File: config.mk
export PLATFORM = sky130hd
export DESIGN_NAME = sensor_watchdog_mission_fsm_core
export DESIGN_NICKNAME = d
export VERILOG_FILES = /design/src/swmf_pkg.sv /design/src/swmf_step.sv /design/src/sensor_watchdog_mission_fsm_core.sv
export SDC_FILE = /design/constraint.sdc
export NUM_CORES = 1
export LEC_CHECK = 0
export ABC_AREA = 1
export BUFFER_PORTS_ARGS = -buffer_cell sky130_fd_sc_hd__buf_4
export CAP_MARGIN = 20
export CELL_PAD_IN_SITES_DETAIL_PLACEMENT = 1
export CELL_PAD_IN_SITES_GLOBAL_PLACEMENT = 2
export CORE_AREA = 2 2 292 294
export DETAILED_ROUTE_END_ITERATION = 10
export DIE_AREA = 0 0 294 296
export GPL_ROUTABILITY_DRIVEN = 0
export GPL_TIMING_DRIVEN = 0
export PLACE_DENSITY_LB_ADDON = 0.12
export SYNTH_ARGS = -nofsm -noshare
export SYNTH_HDL_FRONTEND = slang
export SYNTH_SLANG_ARGS = --single-unit
export TNS_END_PERCENT = 20
File: constraint.sdc
create_clock -name clk -period 10.1 [get_ports clk]
set_clock_uncertainty 0.1 [all_clocks]
set_input_delay 1.515 -clock clk [delete_from_list [all_inputs] [get_ports clk]]
set_output_delay 1.515 -clock clk [all_outputs]
set_load 0.1 [all_outputs]
File: src/swmf_pkg.sv
// ----------------------------------------------------------------------------
// swmf_pkg: shared types and constants of the mission supervisor
// Item formats, mission state codes, request codes and register indexes.
// ----------------------------------------------------------------------------
package swmf_pkg;

  localparam int LIMIT_W  = 24;
  localparam int N_TIMERS = 7;
  localparam int N_LIMITS = 7;
  localparam int CFG_IDX_W = 3;

  // Mission state codes.
  localparam logic [3:0] ST_WAIT_START  = 4'd0;
  localparam logic [3:0] ST_WAIT_ODOM   = 4'd1;
  localparam logic [3:0] ST_WAIT_LASER  = 4'd2;
  localparam logic [3:0] ST_WAIT_DEPTH  = 4'd3;
  localparam logic [3:0] ST_WAIT_PEOPLE = 4'd4;
  localparam logic [3:0] ST_RUNNING     = 4'd5;
  localparam logic [3:0] ST_LOST        = 4'd6;
  localparam logic [3:0] ST_FINISHED    = 4'd7;
  localparam logic [3:0] ST_ABORTED     = 4'd8;

  // Request codes.
  localparam logic [3:0] REQ_TICK       = 4'd0;
  localparam logic [3:0] REQ_CYCLE      = 4'd1;
  localparam logic [3:0] REQ_START      = 4'd2;
  localparam logic [3:0] REQ_STOP       = 4'd3;
  localparam logic [3:0] REQ_SEL_TARGET = 4'd4;
  localparam logic [3:0] REQ_SEL_MODE   = 4'd5;
  localparam logic [3:0] REQ_ODOM       = 4'd6;
  localparam logic [3:0] REQ_LASER      = 4'd7;
  localparam logic [3:0] REQ_DEPTH      = 4'd8;
  localparam logic [3:0] REQ_PEOPLE     = 4'd9;

  // Timer indexes; limit registers share this order.
  localparam int T_ODOM   = 0;
  localparam int T_LASER  = 1;
  localparam int T_DEPTH  = 2;
  localparam int T_PEOPLE = 3;
  localparam int T_FINISH = 4;
  localparam int T_LOST   = 5;
  localparam int T_STALL  = 6;

  // Configuration register indexes.
  localparam logic [CFG_IDX_W-1:0] CFG_ODOM_LIMIT    = 3'd0;
  localparam logic [CFG_IDX_W-1:0] CFG_LASER_LIMIT   = 3'd1;
  localparam logic [CFG_IDX_W-1:0] CFG_DEPTH_LIMIT   = 3'd2;
  localparam logic [CFG_IDX_W-1:0] CFG_PEOPLE_LIMIT  = 3'd3;
  localparam logic [CFG_IDX_W-1:0] CFG_FINISH_LIMIT  = 3'd4;
  localparam logic [CFG_IDX_W-1:0] CFG_LOST_LIMIT    = 3'd5;
  localparam logic [CFG_IDX_W-1:0] CFG_STALL_LIMIT   = 3'd6;
  localparam logic [CFG_IDX_W-1:0] CFG_DEPTH_ENABLED = 3'd7;

  localparam logic [7:0] ABORT_MODE  = 8'd100;
  localparam logic [7:0] GOAL_EPS_SQ = 8'd100;
  // Largest goal offset, per axis, that can still lie within the goal radius.
  localparam logic [24:0] GOAL_AXIS_MAX = 25'd9;
  localparam logic [24:0] GOAL_AXIS_MIN = 25'h1FFFFF7;

  typedef struct packed {
    logic [3:0]         req_type;
    logic [15:0]        person_id;
    logic [7:0]         mode_code;
    logic               msg_valid;
    logic               target_found;
    logic               finishing;
    logic signed [23:0] goal_x;
    logic signed [23:0] goal_y;
  } in_item_t;

  typedef struct packed {
    logic [3:0]  mission_state;
    logic        cmd_rejected;
    logic        stop_robot;
    logic [15:0] current_target;
    logic [7:0]  current_mode;
  } out_item_t;

  typedef struct packed {
    logic [N_LIMITS-1:0][LIMIT_W-1:0] limit;
    logic                             depth_enabled;
  } cfg_t;

  // Supervisor state apart from the elapsed timers.
  typedef struct packed {
    logic [3:0]         mission;
    logic [15:0]        target;
    logic [7:0]         mode;
    logic               finishing;
    logic signed [23:0] last_goal_x;
    logic signed [23:0] last_goal_y;
  } core_t;

endpackage

File: src/swmf_step.sv
// ----------------------------------------------------------------------------
// swmf_step: next-state logic of the mission supervisor
// Works out the new state, timers and result for one item in a single pass.
// ----------------------------------------------------------------------------
module swmf_step #(
  parameter int TIMER_BITS = 24
) (
  input  swmf_pkg::cfg_t                                   cfg,
  input  swmf_pkg::in_item_t                               item,
  input  swmf_pkg::core_t                                  cur,
  input  logic [swmf_pkg::N_TIMERS-1:0][TIMER_BITS-1:0]    cur_elapsed,
  output swmf_pkg::core_t                                  nxt,
  output logic [swmf_pkg::N_TIMERS-1:0][TIMER_BITS-1:0]    nxt_elapsed,
  output swmf_pkg::out_item_t                              result
);

  localparam int CMP_W = (TIMER_BITS > swmf_pkg::LIMIT_W) ? TIMER_BITS : swmf_pkg::LIMIT_W;

  logic [swmf_pkg::N_TIMERS-1:0] expired;
  logic [3:0]                    ns;
  logic                          idle;
  logic                          err;
  logic                          stop;
  logic                          fin_rise;
  logic [24:0]                   dx;
  logic [24:0]                   dy;
  logic                          near_x;
  logic                          near_y;
  logic [3:0]                    mag_x;
  logic [3:0]                    mag_y;
  logic [7:0]                    dist_sq;
  logic                          goal_near;

  always_comb begin
    for (int i = 0; i < swmf_pkg::N_TIMERS; i++) begin
      expired[i] = CMP_W'(cur_elapsed[i]) > CMP_W'(cfg.limit[i]);
    end
  end

  // The goal is unchanged when it moved by less than the goal radius; that is only
  // possible when both offsets are small, so the magnitudes stay four bits wide.
  always_comb begin
    dx      = {cur.last_goal_x[23], cur.last_goal_x} - {item.goal_x[23], item.goal_x};
    dy      = {cur.last_goal_y[23], cur.last_goal_y} - {item.goal_y[23], item.goal_y};
    near_x  = dx[24] ? (dx >= swmf_pkg::GOAL_AXIS_MIN) : (dx <= swmf_pkg::GOAL_AXIS_MAX);
    near_y  = dy[24] ? (dy >= swmf_pkg::GOAL_AXIS_MIN) : (dy <= swmf_pkg::GOAL_AXIS_MAX);
    mag_x   = dx[24] ? 4'(-dx) : dx[3:0];
    mag_y   = dy[24] ? 4'(-dy) : dy[3:0];
    dist_sq = ({4'd0, mag_x} * {4'd0, mag_x}) + ({4'd0, mag_y} * {4'd0, mag_y});
    goal_near = near_x && near_y && (dist_sq < swmf_pkg::GOAL_EPS_SQ);
  end

  always_comb begin
    nxt         = cur;
    nxt_elapsed = cur_elapsed;
    ns          = cur.mission;
    err         = 1'b0;
    stop        = 1'b0;
    fin_rise    = !cur.finishing && item.finishing;
    idle        = (cur.mission == swmf_pkg::ST_WAIT_START) ||
                  (cur.mission == swmf_pkg::ST_FINISHED) ||
                  (cur.mission == swmf_pkg::ST_ABORTED);

    case (item.req_type)
      swmf_pkg::REQ_TICK: begin
        for (int i = 0; i < swmf_pkg::N_TIMERS; i++) begin
          if (cur_elapsed[i] != {TIMER_BITS{1'b1}}) begin
            nxt_elapsed[i] = cur_elapsed[i] + TIMER_BITS'(1);
          end
        end
      end
      swmf_pkg::REQ_CYCLE: begin
        if (!idle) begin
          if (cur.mission != swmf_pkg::ST_WAIT_ODOM && expired[swmf_pkg::T_ODOM]) begin
            ns = swmf_pkg::ST_WAIT_ODOM;
          end else if (cur.mission > swmf_pkg::ST_WAIT_LASER &&
                       expired[swmf_pkg::T_LASER]) begin
            ns = swmf_pkg::ST_WAIT_LASER;
          end else if (cfg.depth_enabled && cur.mission > swmf_pkg::ST_WAIT_DEPTH &&
                       expired[swmf_pkg::T_DEPTH]) begin
            ns = swmf_pkg::ST_WAIT_DEPTH;
          end else if (cur.mission > swmf_pkg::ST_WAIT_PEOPLE &&
                       expired[swmf_pkg::T_PEOPLE]) begin
            ns = swmf_pkg::ST_WAIT_PEOPLE;
          end else if (cur.mission == swmf_pkg::ST_RUNNING ||
                       cur.mission == swmf_pkg::ST_LOST) begin
            if (cur.mission == swmf_pkg::ST_LOST && expired[swmf_pkg::T_LOST]) begin
              ns = swmf_pkg::ST_ABORTED;
            end else begin
              if (fin_rise) begin
                nxt_elapsed[swmf_pkg::T_FINISH] = '0;
              end
              nxt.finishing = item.finishing;
              if (cur.mission == swmf_pkg::ST_RUNNING && item.finishing && !fin_rise &&
                  expired[swmf_pkg::T_FINISH]) begin
                nxt.finishing = 1'b0;
                ns = swmf_pkg::ST_FINISHED;
              end else if (cur.mission == swmf_pkg::ST_RUNNING && goal_near &&
                           expired[swmf_pkg::T_STALL]) begin
                ns = swmf_pkg::ST_ABORTED;
              end else begin
                nxt.last_goal_x = item.goal_x;
                nxt.last_goal_y = item.goal_y;
                nxt_elapsed[swmf_pkg::T_STALL] = '0;
              end
            end
          end
        end
      end
      swmf_pkg::REQ_START: begin
        if (!idle) begin
          err = 1'b1;
        end else begin
          nxt.target = item.person_id;
          ns = swmf_pkg::ST_WAIT_ODOM;
        end
      end
      swmf_pkg::REQ_STOP: begin
        if (idle) begin
          err = 1'b1;
        end else begin
          ns = swmf_pkg::ST_FINISHED;
        end
      end
      swmf_pkg::REQ_SEL_TARGET: begin
        if (idle) begin
          err = 1'b1;
        end else begin
          nxt.target = item.person_id;
        end
      end
      swmf_pkg::REQ_SEL_MODE: begin
        if (idle) begin
          err = 1'b1;
        end else if (item.mode_code == swmf_pkg::ABORT_MODE) begin
          ns = swmf_pkg::ST_ABORTED;
        end else begin
          nxt.mode = item.mode_code;
        end
      end
      swmf_pkg::REQ_ODOM: begin
        if (!idle && item.msg_valid) begin
          nxt_elapsed[swmf_pkg::T_ODOM] = '0;
          if (cur.mission == swmf_pkg::ST_WAIT_ODOM) begin
            ns = swmf_pkg::ST_WAIT_LASER;
          end
        end
      end
      swmf_pkg::REQ_LASER: begin
        if (!idle && item.msg_valid) begin
          nxt_elapsed[swmf_pkg::T_LASER] = '0;
          if (cur.mission == swmf_pkg::ST_WAIT_LASER) begin
            ns = cfg.depth_enabled ? swmf_pkg::ST_WAIT_DEPTH : swmf_pkg::ST_WAIT_PEOPLE;
          end
        end
      end
      swmf_pkg::REQ_DEPTH: begin
        if (cfg.depth_enabled && !idle && item.msg_valid) begin
          nxt_elapsed[swmf_pkg::T_DEPTH] = '0;
          if (cur.mission == swmf_pkg::ST_WAIT_DEPTH) begin
            ns = swmf_pkg::ST_WAIT_PEOPLE;
          end
        end
      end
      swmf_pkg::REQ_PEOPLE: begin
        if (!idle && item.msg_valid) begin
          nxt_elapsed[swmf_pkg::T_PEOPLE] = '0;
          if (cur.mission == swmf_pkg::ST_RUNNING && !item.target_found) begin
            ns = swmf_pkg::ST_LOST;
          end else if (cur.mission == swmf_pkg::ST_LOST && item.target_found) begin
            ns = swmf_pkg::ST_RUNNING;
          end else if (cur.mission == swmf_pkg::ST_WAIT_PEOPLE) begin
            ns = item.target_found ? swmf_pkg::ST_RUNNING : swmf_pkg::ST_LOST;
          end
        end
      end
      default: begin
      end
    endcase

    // At most one state change happens per item; its side effects are applied here.
    if (ns != cur.mission) begin
      stop = (cur.mission == swmf_pkg::ST_RUNNING && ns != swmf_pkg::ST_LOST) ||
             (cur.mission == swmf_pkg::ST_LOST && ns != swmf_pkg::ST_RUNNING);
      if (ns == swmf_pkg::ST_LOST) begin
        nxt_elapsed[swmf_pkg::T_LOST] = '0;
      end
      if (ns == swmf_pkg::ST_RUNNING) begin
        nxt_elapsed[swmf_pkg::T_STALL] = '0;
      end
    end
    nxt.mission = ns;

    result.mission_state  = ns;
    result.cmd_rejected   = err;
    result.stop_robot     = stop;
    result.current_target = nxt.target;
    result.current_mode   = nxt.mode;
  end

endmodule

File: src/sensor_watchdog_mission_fsm_core.sv
// ----------------------------------------------------------------------------
// sensor_watchdog_mission_fsm_core: mission supervisor with sensor watchdogs
// Nine-state supervisor with seven saturating elapsed timers.
// ----------------------------------------------------------------------------
// How the block is used:
// Items arrive on the in_ channel (valid/ready) as ticks, control cycles,
// commands or sensor arrivals. Every accepted item yields exactly one result
// item on the out_ channel (valid/ready), carrying the mission state after the
// item, the rejection flag, the stop pulse and the stored target and mode.
// The result is registered, appearing in the cycle after its item is accepted.
// The state update is one registered pass, so one item is taken each cycle for
// as long as the receiver keeps up; the output register sets that figure.
// When the receiver stalls, the result is held in the output register and
// in_ready drops until it is taken; an item is accepted in the same cycle as
// the waiting result leaves.
// The cfg_ port writes one limit or the depth enable per cycle, with no wait.
// The user writes it only while no item is in flight; the block won't check.
// Reset (synchronous, active low) puts the supervisor in waiting for start,
// clears all timers, the target, the mode and the latched goal, loads the
// default limits and empties the output register.
// ----------------------------------------------------------------------------
module sensor_watchdog_mission_fsm_core #(
  parameter int TIMER_BITS = 24
) (
  input  logic                                   clk,
  input  logic                                   rst_n,
  input  logic                                   in_valid,
  output logic                                   in_ready,
  input  swmf_pkg::in_item_t                     in_data,
  output logic                                   out_valid,
  input  logic                                   out_ready,
  output swmf_pkg::out_item_t                    out_data,
  input  logic                                   cfg_we,
  input  logic [swmf_pkg::CFG_IDX_W-1:0]         cfg_index,
  input  logic [swmf_pkg::LIMIT_W-1:0]           cfg_data
);

  // Configuration registers.
  swmf_pkg::cfg_t cfg_r;

  // Supervisor state: mission, target, mode, finishing flag, latched goal.
  swmf_pkg::core_t core_r;
  swmf_pkg::core_t core_nxt;

  // Elapsed timers, in the order odometry, laser, depth, people, finish,
  // lost and stall.
  logic [swmf_pkg::N_TIMERS-1:0][TIMER_BITS-1:0] elapsed_r;
  logic [swmf_pkg::N_TIMERS-1:0][TIMER_BITS-1:0] elapsed_nxt;

  // Result register, which parts the two channels.
  logic                out_valid_r;
  swmf_pkg::out_item_t out_data_r;
  swmf_pkg::out_item_t step_result;

  logic in_fire;

  // A new item is taken when the result register is empty or is emptied now.
  assign in_ready  = !out_valid_r || out_ready;
  assign in_fire   = in_valid && in_ready;
  assign out_valid = out_valid_r;
  assign out_data  = out_data_r;

  swmf_step #(
    .TIMER_BITS (TIMER_BITS)
  ) u_step (
    .cfg         (cfg_r),
    .item        (in_data),
    .cur         (core_r),
    .cur_elapsed (elapsed_r),
    .nxt         (core_nxt),
    .nxt_elapsed (elapsed_nxt),
    .result      (step_result)
  );

  // Configuration writes; index seven carries the depth enable in bit zero.
  always_ff @(posedge clk) begin
    if (!rst_n) begin
      cfg_r.limit[swmf_pkg::T_ODOM]   <= 24'd500;
      cfg_r.limit[swmf_pkg::T_LASER]  <= 24'd500;
      cfg_r.limit[swmf_pkg::T_DEPTH]  <= 24'd500;
      cfg_r.limit[swmf_pkg::T_PEOPLE] <= 24'd1200000;
      cfg_r.limit[swmf_pkg::T_FINISH] <= 24'd10000;
      cfg_r.limit[swmf_pkg::T_LOST]   <= 24'd30000;
      cfg_r.limit[swmf_pkg::T_STALL]  <= 24'd40000;
      cfg_r.depth_enabled             <= 1'b1;
    end else if (cfg_we) begin
      case (cfg_index)
        swmf_pkg::CFG_ODOM_LIMIT:    cfg_r.limit[swmf_pkg::T_ODOM]   <= cfg_data;
        swmf_pkg::CFG_LASER_LIMIT:   cfg_r.limit[swmf_pkg::T_LASER]  <= cfg_data;
        swmf_pkg::CFG_DEPTH_LIMIT:   cfg_r.limit[swmf_pkg::T_DEPTH]  <= cfg_data;
        swmf_pkg::CFG_PEOPLE_LIMIT:  cfg_r.limit[swmf_pkg::T_PEOPLE] <= cfg_data;
        swmf_pkg::CFG_FINISH_LIMIT:  cfg_r.limit[swmf_pkg::T_FINISH] <= cfg_data;
        swmf_pkg::CFG_LOST_LIMIT:    cfg_r.limit[swmf_pkg::T_LOST]   <= cfg_data;
        swmf_pkg::CFG_STALL_LIMIT:   cfg_r.limit[swmf_pkg::T_STALL]  <= cfg_data;
        swmf_pkg::CFG_DEPTH_ENABLED: cfg_r.depth_enabled             <= cfg_data[0];
        default: begin
        end
      endcase
    end
  end

  // The supervisor state moves only when an item is accepted.
  always_ff @(posedge clk) begin
    if (!rst_n) begin
      core_r.mission     <= swmf_pkg::ST_WAIT_START;
      core_r.target      <= '0;
      core_r.mode        <= '0;
      core_r.finishing   <= 1'b0;
      core_r.last_goal_x <= '0;
      core_r.last_goal_y <= '0;
      elapsed_r          <= '0;
    end else if (in_fire) begin
      core_r    <= core_nxt;
      elapsed_r <= elapsed_nxt;
    end
  end

  // Result register: filled on accept, emptied when the receiver takes it.
  always_ff @(posedge clk) begin
    if (!rst_n) begin
      out_valid_r <= 1'b0;
    end else if (in_fire) begin
      out_valid_r <= 1'b1;
    end else if (out_ready) begin
      out_valid_r <= 1'b0;
    end
  end

  always_ff @(posedge clk) begin
    if (in_fire) begin
      out_data_r <= step_result;
    end
  end

  // The reported state is the state the supervisor holds after the item.
  a_result_matches_state : assert property (@(posedge clk) disable iff (!rst_n)
    in_fire |=> (out_data_r.mission_state == core_r.mission))
    else $error("result state differs from the supervisor state");

  // A stop pulse can only come from running or target lost.
  a_stop_from_active : assert property (@(posedge clk) disable iff (!rst_n)
    (in_fire && step_result.stop_robot) |->
      (core_r.mission == swmf_pkg::ST_RUNNING || core_r.mission == swmf_pkg::ST_LOST))
    else $error("stop pulse outside running or target lost");

  // A rejected command leaves the mission state as it was.
  a_reject_holds_state : assert property (@(posedge clk) disable iff (!rst_n)
    (in_fire && step_result.cmd_rejected) |=> (core_r.mission == $past(core_r.mission)))
    else $error("rejected command changed the mission state");

  // Entering target lost restarts the lost timer.
  a_lost_timer_cleared : assert property (@(posedge clk) disable iff (!rst_n)
    (in_fire && core_r.mission != swmf_pkg::ST_LOST &&
     core_nxt.mission == swmf_pkg::ST_LOST) |=> (elapsed_r[swmf_pkg::T_LOST] == '0))
    else $error("lost timer not cleared on entering target lost");

endmodule

==> run summary <==
Number of CTS-inserted buffers: 57
Reg power frac: 0.388
Internal: 0.00332 W
Endpoints failing hold: 0
Reg2reg start: core_r[24]
Reg2Reg Depth: 48
Final max-slew violation count: 0
WS Path Type: input pin to flop
Antenna viol nets, final: 0
Initial drt markers: 1406
Fmax: 106 MHz
Mapped Area: 29200 um^2
CP Max Fanout: 10
Top FF cell, synth: dfxtp_1
Share of cells above drive strength 1: 0.0705
Status: completed
Syn_nets: 4747
Placed Cells: 5614
Vias in the first global route: 29100
Mean Syn Cell Area: 6.67 um^2
Mapped Cells: 4380
Met3 WL: 4640 um
CP arrival: 9.92 ns
Worst Setup EP: elapsed_r[148]
Crit path depth: 48
Startpoint class of the critical path: input pin
Switching part of the total: 0.305
Critical path's largest stage delay: 0.56 ns
Detailed Route WL: 108000 um
Ys async rst share: 0
Vias: 29400
CTS H-tree depth: 2
Psw: 0.00145 W
Crit. End Element: flop
Drt first pass iters: 5
Clock Sinks: 445
Post-CTS Setup Repair Bufs: 0
First-pass GRT wire length: 168000 um
RSZ-0062 raised after global routing: no
Worst-Skew Late Latency: 0.66 ns
Area leader, netlist: dfxtp_1
Worst path slowest cell: fa_1
Fin util: 0.399
Final Critical Period: 9.47 ns
Die W: 294 um
Final std cells w/o fill: 5719
Pwr Density: 142 nW/um^2
Post-DP HPWL: 83500 um
DRC Markers: 0
Top sig layer: met4
Reg2Reg Setup Slack: 1.30 ns
Metal2 WL: 47900 um
Post-synth EDFFs: 30
Largest net degree at the start of global routing: 31
Placed cell areas: 31700 um^2
Final period utilization: 0.937
Most common cell type on the critical path: nand2_1
Slew @ Worst Pin: 1.09 ns
Worst vdd ir: 0.153 mV
Net count, final: 4950
Initial antenna violation count: 11
Synth-to-Final Area Change: 15.1%
CTS root buffer: clkbuf_16
Synth top area share: 0.285
Core footprint: 84200 um^2
Post-route cell area: 33600 um^2
CTS clk-pin slew, worst paths: 0.06 ns
WL per Instance: 18.9 um
Sequential element share of the synthesized area: 0.315
Die height: 296 um
CTS tree: yes
Crit path launch: in_data[24]
Metal-1 WL: 53000 um
Total grt overflow: 0
Starting density of the core: 0.347
I/O pin count: 143
Pleak: 15.2 nW
Total die area: 87000 um^2
Synth area leaders: dfxtp_1, nand2_1, ha_1, inv_1, a21oi_1
Worst rel slew slack: 0.265
Library cells used by synthesis: 59
Site row count: 107
Hold WC Path Type: flop to flop
Req. time, crit path: 10.55 ns
Port bufs: 141
Cell family with most CP delay: adder cells
Final setup vio count: 0
Max_cap viols: 0
FF+latch count, synth: 445
Via density: 5.13
Warnings from Yosys: 0
CP bufs+invs: 8
R2R Path End: elapsed_r[148]
Tot GR Track Use: 0.247
Combinational share of power: 0.169
Max Buffers Root-to-Sink: 3
Clk pwr share: 0.443
[placed cells by master, fill, tap and decap left out, types with 8 or more instances in the layout]
master	n
xor2_1	15
nor2_2	8
a221oi_1	8
nor2_1	384
o211ai_1	58
nand2_1	923
nand3_1	180
clkinv_1	16
fa_1	13
nor3b_1	20
a21oi_1	429
a31oi_1	23
nor3_1	116
inv_1	763
o21ai_0	328
nand2_2	30
xnor2_1	9
a211oi_1	26
nor4_1	29
nand4_1	99
buf_4	144
ha_1	243
dfxtp_1	415
o21bai_1	9
edfxtp_1	30
o21a_1	12
clkbuf_1	105
clkbuf_2	10
clkbuf_16	58
mux2_2	16
[per-layer routing]
| metal | track usage | vias to the layer above |
|---|---|---|
| met5 | 0 | - |
| met4 | 0.0606 | 0 |
| met3 | 0.0336 | 122 |
| li1 | - | 14800 |
| met2 | 0.403 | 491 |
| met1 | 0.344 | 13900 |
[Yosys cell counts, types with 20 or more instances]
cell type,n
a31oi_1,24
ha_1,243
nand2_2,30
nor3b_1,20
nor4_1,29
inv_1,764
a211oi_1,26
nor3_1,116
o211ai_1,58
edfxtp_1,30
clkbuf_1,104
o21ai_0,329
nor2_1,385
nand4_1,99
nand2_1,923
dfxtp_1,415
a21oi_1,429
nand3_1,180
[power groups by stage]
stage | Combinational (W) | Clock (W) | Sequential, W
4_1_cts | 0.000800 | 0.00217 | 0.00185
5_1_grt | 0.000906 | 0.00223 | 0.00186
3_3_place_gp | 0.000779 | 0 | 0.00189
2_1_floorplan | 0.000438 | 0 | 0.00196
6_report | 0.000805 | 0.00211 | 0.00185
3_5_place_dp | 0.000788 | 0 | 0.00189
[cell families after synthesis]
logic type | synth area share
AND/OR/NAND/NOR | 0.269
AO/OA/AOI/OAI | 0.173
buffers and inverters | 0.116
flip-flops | 0.315
adder cells (fa/ha/maj) | 0.113
XOR/XNOR | 0.00780
multiplexers | 0.00617
[stage by stage]
stage               hold slack, ns  setup WS (ns)  total power (W)  setup TNS [ns]
finish                       0.360          0.633          0.00477               0
detailed placement           0.353         -0.940          0.00268          -63.89
global route                 0.378         0.0629          0.00499               0
CTS                          0.364         0.0320          0.00482               0
global placement             0.352         -0.828          0.00267          -57.67
floorplan                    0.335           1.71          0.00240               0
[registers in the layout, indices dropped and copies added, names as in the netlist]
register   cells
out_valid      1
elapsed_r    168
cfg_r        169
out_data      30
core_r        77
[area by class of cell]
type / instances / area [um^2]
multi-input cells: 3046 / 16600
fillers: 10900 / 50600
plain buffers: 117 / 488
well taps: 1090 / 1360
clock buffers: 72 / 1550
flip-flops and latches: 445 / 9210
diodes: 2 / 5.00
clock inverters: 31 / 353
inverters: 772 / 2900
repair buffers: 144 / 1100
[worst min path at each step]
stage / endpoint / slack [ns] / depth (start not counted) / from
after floorplan: cfg_r[100] / 0.34 / 2 / cfg_r[100]
after global placement: cfg_r[75] / 0.35 / 2 / cfg_r[75]
after detailed placement: cfg_r[22] / 0.35 / 2 / cfg_r[22]
after CTS: cfg_r[22] / 0.36 / 2 / cfg_r[22]
after global routing: cfg_r[22] / 0.38 / 2 / cfg_r[22]
final: cfg_r[76] / 0.36 / 2 / cfg_r[76]
[timing repair]
item | in CTS | in global routing
setup endpoints to repair | 46 | 97
gates resized for setup | 3 | 18
pin swaps | 0 | 1
hold buffers | 0 | 0
[worst register-to-register path, delay by kind of cell, from the launching register on]
| kind | cells | cell delay (ns) |
|---|---|---|
| AOI/OAI and AO/OA | 4 | 1.09 |
| xor gates and xnor gates | 1 | 0.23 |
| adders and majority gates | 8 | 3.32 |
| buffers and inverters | 8 | 0.80 |
| DFF | 1 | 0.31 |
| and+or+nand+nor | 27 | 2.88 |
Power figures use the tool's default switching activity.
